[src/hdl/cwlc_pkg.sv]
//------------------------------------------------------------------------------
// cwlc_pkg
// Shared constants for the convex window line clipper.
//------------------------------------------------------------------------------
package cwlc_pkg;

   localparam int NUM_EDGES    = 4;
   localparam int NUM_REGS     = 2 * NUM_EDGES;
   localparam int REG_IDX_BITS = 3;

   // corner registers: x0, y0, x1, y1, x2, y2, x3, y3
   localparam int CORNER_RESET [NUM_REGS] = '{100, 100, 100, 300, 300, 300, 300, 100};

endpackage

[src/hdl/cwlc_back.sv]
//------------------------------------------------------------------------------
// cwlc_back
// Parameter selection, reject test, endpoint interpolation and a two-entry
// output buffer that drives the response channel.
//------------------------------------------------------------------------------
module cwlc_back #(
   parameter int COORD_BITS  = 12,
   parameter int T_FRAC_BITS = 16
) (
   input  logic                                             clock,
   input  logic                                             reset,
   input  logic                                             in_valid,
   input  logic [cwlc_pkg::NUM_EDGES-1:0][T_FRAC_BITS+1:0]  quot,
   input  logic [cwlc_pkg::NUM_EDGES-1:0]                   sat,
   input  logic [cwlc_pkg::NUM_EDGES-1:0]                   neg,
   input  logic [cwlc_pkg::NUM_EDGES-1:0]                   entry,
   input  logic [cwlc_pkg::NUM_EDGES-1:0]                   leave,
   input  logic                                             rej,
   input  logic [COORD_BITS-1:0]                            px,
   input  logic [COORD_BITS-1:0]                            py,
   input  logic [COORD_BITS:0]                              dx,
   input  logic [COORD_BITS:0]                              dy,
   output logic                                             en,
   output logic                                             rsp_tvalid,
   input  logic                                             rsp_tready,
   output logic                                             visible,
   output logic [4*COORD_BITS-1:0]                          coords
);
   import cwlc_pkg::*;

   localparam int C  = COORD_BITS;
   localparam int F  = T_FRAC_BITS;
   localparam int QW = F + 2;
   localparam int TW = F + 3;
   localparam int MP = TW + C + 1;
   localparam int VW = F + C + 5;
   localparam logic [QW-1:0]        LIM  = QW'(1) << (F + 1);
   localparam logic signed [TW-1:0] ONE  = TW'(1) <<< F;
   localparam logic signed [VW-1:0] HALF = VW'(1) <<< (F - 1);

   logic [2:0] v_ff;

   // stage 1
   logic signed [TW-1:0] t1_ff [NUM_EDGES];
   logic signed [TW-1:0] t1_in [NUM_EDGES];
   logic [NUM_EDGES-1:0] ent1_ff, lev1_ff;
   logic                 rej1_ff;
   logic signed [C-1:0]  px1_ff, py1_ff;
   logic signed [C:0]    dx1_ff, dy1_ff;
   // stage 2
   logic signed [TW-1:0] te2_ff, tl2_ff, te2_in, tl2_in;
   logic                 rej2_ff;
   logic signed [C-1:0]  px2_ff, py2_ff;
   logic signed [C:0]    dx2_ff, dy2_ff;
   // stage 3
   logic signed [MP-1:0] ex3_ff, ey3_ff, lx3_ff, ly3_ff;
   logic                 rej3_ff;
   logic signed [C-1:0]  px3_ff, py3_ff;

   // output buffer
   logic [4*C:0] buf_ff [2];
   logic [4*C:0] res_in;
   logic         wr_ptr_ff, rd_ptr_ff;
   logic [1:0]   cnt_ff;
   logic         push, pop;

   always_comb begin
      logic [QW-1:0] qm;
      for (int k = 0; k < NUM_EDGES; k++) begin
         qm       = (sat[k] || quot[k] > LIM) ? LIM : quot[k];
         t1_in[k] = neg[k] ? -$signed(TW'(qm)) : $signed(TW'(qm));
      end
   end

   always_comb begin
      te2_in = '0;
      tl2_in = ONE;
      for (int k = 0; k < NUM_EDGES; k++) begin
         if (ent1_ff[k] && t1_ff[k] > te2_in) begin
            te2_in = t1_ff[k];
         end
         if (lev1_ff[k] && t1_ff[k] < tl2_in) begin
            tl2_in = t1_ff[k];
         end
      end
   end

   function automatic logic [C-1:0] lerp(input logic signed [C-1:0] p,
                                         input logic signed [MP-1:0] m);
      logic signed [VW-1:0] v;
      v = (VW'(p) <<< F) + VW'(m) + HALF;
      return v[F+C-1:F];
   endfunction

   always_comb begin
      if (rej3_ff) begin
         res_in = '0;
      end else begin
         res_in = {1'b1, lerp(py3_ff, ly3_ff), lerp(px3_ff, lx3_ff),
                   lerp(py3_ff, ey3_ff), lerp(px3_ff, ex3_ff)};
      end
   end

   assign en   = (cnt_ff != 2'd2) || rsp_tready;
   assign push = en && v_ff[2];
   assign pop  = rsp_tvalid && rsp_tready;

   always_ff @(posedge clock) begin
      if (reset) begin
         v_ff      <= '0;
         wr_ptr_ff <= 1'b0;
         rd_ptr_ff <= 1'b0;
         cnt_ff    <= '0;
      end else begin
         if (en) begin
            v_ff <= {v_ff[1:0], in_valid};
         end
         if (push) begin
            wr_ptr_ff <= !wr_ptr_ff;
         end
         if (pop) begin
            rd_ptr_ff <= !rd_ptr_ff;
         end
         cnt_ff <= cnt_ff + {1'b0, push} - {1'b0, pop};
      end
      if (en) begin
         t1_ff   <= t1_in;
         ent1_ff <= entry;
         lev1_ff <= leave;
         rej1_ff <= rej;
         px1_ff  <= $signed(px);
         py1_ff  <= $signed(py);
         dx1_ff  <= $signed(dx);
         dy1_ff  <= $signed(dy);
         te2_ff  <= te2_in;
         tl2_ff  <= tl2_in;
         rej2_ff <= rej1_ff;
         px2_ff  <= px1_ff;
         py2_ff  <= py1_ff;
         dx2_ff  <= dx1_ff;
         dy2_ff  <= dy1_ff;
         rej3_ff <= rej2_ff || (te2_ff > tl2_ff);
         ex3_ff  <= te2_ff * dx2_ff;
         ey3_ff  <= te2_ff * dy2_ff;
         lx3_ff  <= tl2_ff * dx2_ff;
         ly3_ff  <= tl2_ff * dy2_ff;
         px3_ff  <= px2_ff;
         py3_ff  <= py2_ff;
      end
      if (push) begin
         buf_ff[wr_ptr_ff] <= res_in;
      end
   end

   assign rsp_tvalid = cnt_ff != 2'd0;
   assign visible    = buf_ff[rd_ptr_ff][4*C];
   assign coords     = buf_ff[rd_ptr_ff][4*C-1:0];

   a_cnt_bound: assert property (@(posedge clock) disable iff (reset) cnt_ff <= 2'd2)
      else $error("output buffer count out of range");
   a_no_overrun: assert property (@(posedge clock) disable iff (reset)
      (push && cnt_ff == 2'd2) |-> pop)
      else $error("output buffer overrun");
   a_reject_zero: assert property (@(posedge clock) disable iff (reset)
      (rsp_tvalid && !visible) |-> (coords == '0))
      else $error("rejected response carries coordinates");

endmodule

[config.mk]
export PLATFORM = sky130hd
export DESIGN_NAME = cwlc_back
export DESIGN_NICKNAME = d
export VERILOG_FILES = /design/src/hdl/cwlc_pkg.sv /design/src/hdl/cwlc_back.sv
export SDC_FILE = /design/constraint.sdc
export NUM_CORES = 2
export LEC_CHECK = 0
export BUFFER_PORTS_ARGS = -buffer_cell sky130_fd_sc_hd__buf_2
export CAP_MARGIN = 10
export CELL_PAD_IN_SITES_DETAIL_PLACEMENT = 0
export CELL_PAD_IN_SITES_GLOBAL_PLACEMENT = 1
export CORE_MARGIN = 1.5
export CORE_UTILIZATION = 47
export CTS_CLUSTER_SIZE = 28
export DETAILED_ROUTE_END_ITERATION = 8
export GPL_ROUTABILITY_DRIVEN = 0
export GPL_TIMING_DRIVEN = 1
export PLACE_DENSITY = 0.86
export SYNTH_ARGS = -nofsm -noshare
export SYNTH_HDL_FRONTEND = slang
export SYNTH_SLANG_ARGS = --single-unit
[constraint.sdc]
create_clock -name clock -period 11.75 [get_ports clock]
set_input_delay 1.175 -clock clock [delete_from_list [all_inputs] [get_ports clock]]
set_output_delay 1.175 -clock clock [all_outputs]
set_load 0.02 [all_outputs]
# Yosys cells after proc, flatten, opt, wreduce, memory -nomap -nowiden
# Memory sizes are Yosys's and may differ from the RTL's. A register that Yosys moved wholly into a read port is not among the register bits.
# Cells that the tools add are included.
[word_totals]
ff_bits = 368
mem_bits_rw = 98
input_bits = 143
out_inout_bits = 51
elab_cells = 106
n_memories = 1
[op_classes]
add_sub_neg = 14
multipliers = 4
magnitude_cmp = 13
n_eq_ne = 1
muxes = 21
n_reduce_logical = 19
[memory_table]
columns = ["name", "words", "width", "read_ports", "rd_ports_with_merged_regs", "wr", "line_no", "text"]
rows = [
  ["buf_ff", 2, 49, 1, 1, 1, "cwlc_back.sv:61", "logic [4*C:0] buf_ff [2];"],
]
[ops]
columns = ["operator", "n"]
rows = [
  ["19-bit 2-to-1 mux", 8],
  ["18-bit 2-to-1 mux", 8],
  ["28-bit by 17-bit adder with 28-bit output, second input constant", 4],
  ["28-bit adder", 4],
  ["19-bit by 13-bit multiplier with 28-bit output", 4],
  ["19-bit greater-than comparator", 4],
  ["18-bit negator with 19-bit output", 4],
  ["18-bit greater-than comparator, second input constant", 4],
  ["19-bit < comparator", 3],
  ["49-bit 2-to-1 mux", 1],
  ["19-bit by 1-bit greater-than comparator with 1-bit output, second input constant", 1],
  ["19-bit by 18-bit < comparator with 1-bit output, second input constant", 1],
  ["1-bit logical AND", 10],
  ["1-bit logical OR", 6],
  ["1-bit 2-to-1 mux", 4],
  ["2-bit by 1-bit adder with 2-bit output", 1],
  ["1-bit logical NOT", 2],
  ["2-bit inequality test, second input constant", 1],
  ["2-bit nonzero test", 1],
  ["2-bit by 1-bit subtractor with 2-bit output", 1],
]

# Longest topological paths before layout
[depth]
ltp_word = 12
ltp_mapped = 41
mapped_depth_nobuf = 33

# Least setup slack after synthesis
# OpenSTA, ideal clock, no wires.
[synth_timing]
kind = "input to register"
start = "input rsp_tready"
end = "memory buf_ff[0][0] (netlist name) (enable)"
setup_time_ns = 0.455
t_arrival_ns = 11.006
required_time_ns = 11.295
slack_ns = 0.289
stages = 4
n_path_buf = 0
cell_sequence = "nor2_1 nand2_1 nand2_1 nor2_1"
[synth_via]
elab_chain_len = 4
[synth_lines]
columns = ["element", "line_no", "text"]
rows = [
  ["start: declaration", "cwlc_back.sv:25", "input logic rsp_tready,"],
  ["1-bit logical OR", "cwlc_back.sv:104", "assign en = (cnt_ff != 2'd2) || rsp_tready;"],
  ["via en", "cwlc_back.sv:23", "output logic en,"],
  ["1-bit logical AND", "cwlc_back.sv:105", "assign push = en && v_ff[2];"],
  ["1-bit 2-to-1 mux", "cwlc_back.sv:150", "if (push) begin"],
  ["1-bit 2-to-1 mux (not written as such)", "cwlc_back.sv:151", "buf_ff[wr_ptr_ff] <= res_in;"],
  ["end: declaration", "cwlc_back.sv:61", ""],
]
# The timed path passes the listed nets, and every way through them passes these cells.

# Worst setup path after layout
[layout_timing]
start = "register t1_ff[73] (netlist name)"
end = "register tl2_ff[3] (data pin)"
[layout_via]
elab_chain_len = 12
[layout_lines]
columns = ["element", "line_no", "text"]
rows = [
  ["start: declaration", "cwlc_back.sv:44", "logic signed [TW-1:0] t1_ff [NUM_EDGES];"],
  ["start signal: assignment", "cwlc_back.sv:127", "t1_ff <= t1_in;"],
  ["19-bit by 18-bit < comparator with 1-bit output", "cwlc_back.sv:82", "if (lev1_ff[k] && t1_ff[k] < tl2_in) begin"],
  ["1-bit logical AND", "cwlc_back.sv:82", ""],
  ["19-bit 2-to-1 mux *", "cwlc_back.sv:82", ""],
  ["19-bit < comparator", "cwlc_back.sv:82", ""],
  ["1-bit logical AND", "cwlc_back.sv:82", ""],
  ["19-bit 2-to-1 mux *", "cwlc_back.sv:82", ""],
  ["19-bit < comparator", "cwlc_back.sv:82", ""],
  ["1-bit logical AND", "cwlc_back.sv:82", ""],
  ["19-bit 2-to-1 mux *", "cwlc_back.sv:82", ""],
  ["19-bit < comparator", "cwlc_back.sv:82", ""],
  ["1-bit logical AND", "cwlc_back.sv:82", ""],
  ["19-bit 2-to-1 mux *", "cwlc_back.sv:82", ""],
  ["via tl2_in[3]", "cwlc_back.sv:51", "logic signed [TW-1:0] te2_ff, tl2_ff, te2_in, tl2_in;"],
  ["end signal: assignment", "cwlc_back.sv:136", "tl2_ff <= tl2_in;"],
  ["end: declaration", "cwlc_back.sv:51", ""],
]
# Mark *: on every way through the listed nets, which the timed path passes. The rest lies on a longest branch.
# A chain may end at the register's enable or synchronous reset.

==> flow_summary.ini <==
[clock_network]
cts.sinks = 407
clock_latency_ns = 0.66
cts-resized-gates = 0
path_clk_slew_ns = 0.06
cts_inserted_buffers = 45
cts_htree_levels = 2
cts.path.max_buffers = 3
cts-hold-fix-buffers = 0
number_of_buffers_added_for_setup_after_cts = 0
root_buffer = clkbuf_16
cts_tree = done

[synthesis]
dominantRegCellSynth = edfxtp_1
asyncSetResetFlopFracSynth = 0
synth_sequential_area_ratio = 0.238
yosys_register_bits = 407
synth.top_cells.by_count = inv_1, fa_1, nand2_1
synth-edff-count = 399
synthesis.instances = 5043
synth_top_area_share = 0.318
synth_most_common_cell = inv_1
yosys.cell_types.count = 74
syn-cell-area_mm2 = 0.0511
synth_nets = 6436
library_cell_with_the_largest_summed_area_after_synthesis = fa_1
netlist_top_cells_area = fa_1, edfxtp_1, ha_1
yosysWarnings = 0
synth_area_per_cell_um2 = 10.1

[placed_design]
preCtsSetupSlack_ns = 3.29
port_buffers = 193
dp_cells = 6496
dp.final_hpwl_mm = 94.4

[grt]
aggregate_global_routing_overflow = 0
largest_net_degree_at_the_start_of_global_routing = 83
grt_antenna_before_repair = 2
first_global_vias = 37900
globalRouteTotalUtil = 0.233
grt_first_pass_wirelength_mm = 203

[run_status]
outcome = finished clean

[finish]
syn_to_final_growth_pct = 7.92
finish.utilization = 0.514
post_route_cells_drive_above_1_share = 0.0810
final_net_count = 6533
stdcell_count = 6579

[setup_path]
crit_path_start = t1_ff[73]
ff_to_ff_end = tl2_ff[3]
startpoint_type = flop
worst_r2r_path_depth = 34
timing.critical_path.required_ns = 12.21
crit_top_cell = o21ai_0
crit_path_max_incr_delay_ns = 0.74
critical-path-slowest-cell = o21a_1
peak_fanout_along_the_critical_path = 35
path_class = reg -> reg
critical_path_arrival_ns = 9.24
flop2flop_setup_slack_ns = 2.97
cp-end-kind = flop
worstReg2RegStart = t1_ff[73]

[timing]
maxClockFrequency_ghz = 0.114
post-route-worst-setup-slack_ns = 2.97
max_slew.worst_pin.slew_ns = 1.06
finalMaxSlewViolations = 0
final_min_period_over_clock_period = 0.747
final-setup-viol-count = 0
layout_min_cycle_time_ns = 8.78
timing.max_slew.rel_slack = 0.296
finalHoldViolations = 0
finalSetupTns_ns = 0
rsz0062_at_grt = no
clock_skew_ns = 0.0513

[detailed_routing]
drt_first_pass_iters = 5
postRouteWirelength_mm = 126
detailedRoute.firstIterationViolations = 1930
drc = 0
wl_per_cell_um = 19.1
route.vias.total = 35400
postRouteAntennaNets = 0
routed_via_density = 5.38

[min_path]
min-delay-start = py2_ff[9]
worst_hold_path.endpoint = py3_ff[9]
hold_class = reg -> reg
holdPathStages = 0

[floorplan]
io_pins = 194
fp.dieH_um = 333
rows = 120
starting_density_of_the_core = 0.476
floorplan.die_area_mm2 = 0.111
floorplan.die.width_um = 333
placeableCoreArea_mm2 = 0.107

[flow_run]
timing.max_cap.violations = 0
[state kept, by name, summed over array words and instances (netlist names), 12 cells and up, named ones only]
register	count
dx2_ff	13
lx3_ff	13
t1_ff	76
py2_ff	12
dx1_ff	13
dy2_ff	13
dy1_ff	13
buf_ff	98
px1_ff	12
ex3_ff	13
py1_ff	12
tl2_ff	19
px3_ff	12
ey3_ff	13
ly3_ff	13
py3_ff	12
te2_ff	19
px2_ff	12
[critical path, delay by kind of cell, from the launching register on]
| family | cells | cell delay, ns |
|---|---|---|
| fa+ha+maj | 3 | 1.03 |
| mux | 2 | 0.68 |
| flops | 1 | 0.44 |
| buf+inv | 3 | 0.78 |
| simple gates | 10 | 1.84 |
| compound gates | 15 | 3.75 |
| xor+xnor | 1 | 0.07 |
[worst max path at each step]
stage	endpoint	slack (ns)	depth (start not counted)
after floorplan	buf_ff[0][0]	0.29	4
after global placement	tl2_ff[4]	3.42	35
after detailed placement	tl2_ff[2]	3.29	34
after CTS	tl2_ff[3]	3.26	34
after global routing	tl2_ff[3]	2.48	34
final	tl2_ff[3]	2.97	34
[per-stage QoR]
stage                     hold slack (ns)  cell area [µm²]
after global placement              0.402            53600
after global routing                0.417            55100
after detailed placement            0.405            53600
final                               0.408            55100
after floorplan                     0.400            51100
after CTS                           0.407            55100
[metal layers]
layer / vias up / track usage / routed length [µm]
met5: - / 0 / 0
met4: 0 / 0.0870 / 4750
met3: 256 / 0.0289 / 6670
met2: 1013 / 0.419 / 63800
met1: 18000 / 0.285 / 50600
li1: 16200 / - / -
[cells in the final DEF, fill, tap and decap left out, types with 70 or more instances in the layout]
cell,n
buf_4,79
and2_1,359
inv_1,859
xnor2_1,131
a21oi_1,101
edfxtp_1,399
nor2_1,155
xor2_1,70
fa_1,812
ha_1,438
buf_2,193
nand2_1,772
o21ai_0,133
[cell families after synthesis]
logic type / share of synthesized area
AND/OR/NAND/NOR: 0.142
adder cells (fa/ha/maj): 0.426
buffers and inverters: 0.0802
AO/OA/AOI/OAI: 0.0563
flip-flops: 0.238
XOR/XNOR: 0.0345
multiplexers: 0.0236
other: 0.0000734
[cell type report]
type | instances | area [µm²]
Inverter | 859 | 3220
Multi-Input combinational cell | 3555 | 34900
Clock inverter | 35 | 434
Antenna cell | 1 | 2.50
Timing Repair Buffer | 272 | 1560
Sequential cell | 407 | 12100
Clock buffer | 47 | 1130
Fill cell | 9499 | 52200
Tap cell | 1403 | 1760
Power is not shown: default switching activity piles up to over one toggle a cycle in this logic, so the estimate is an artifact.
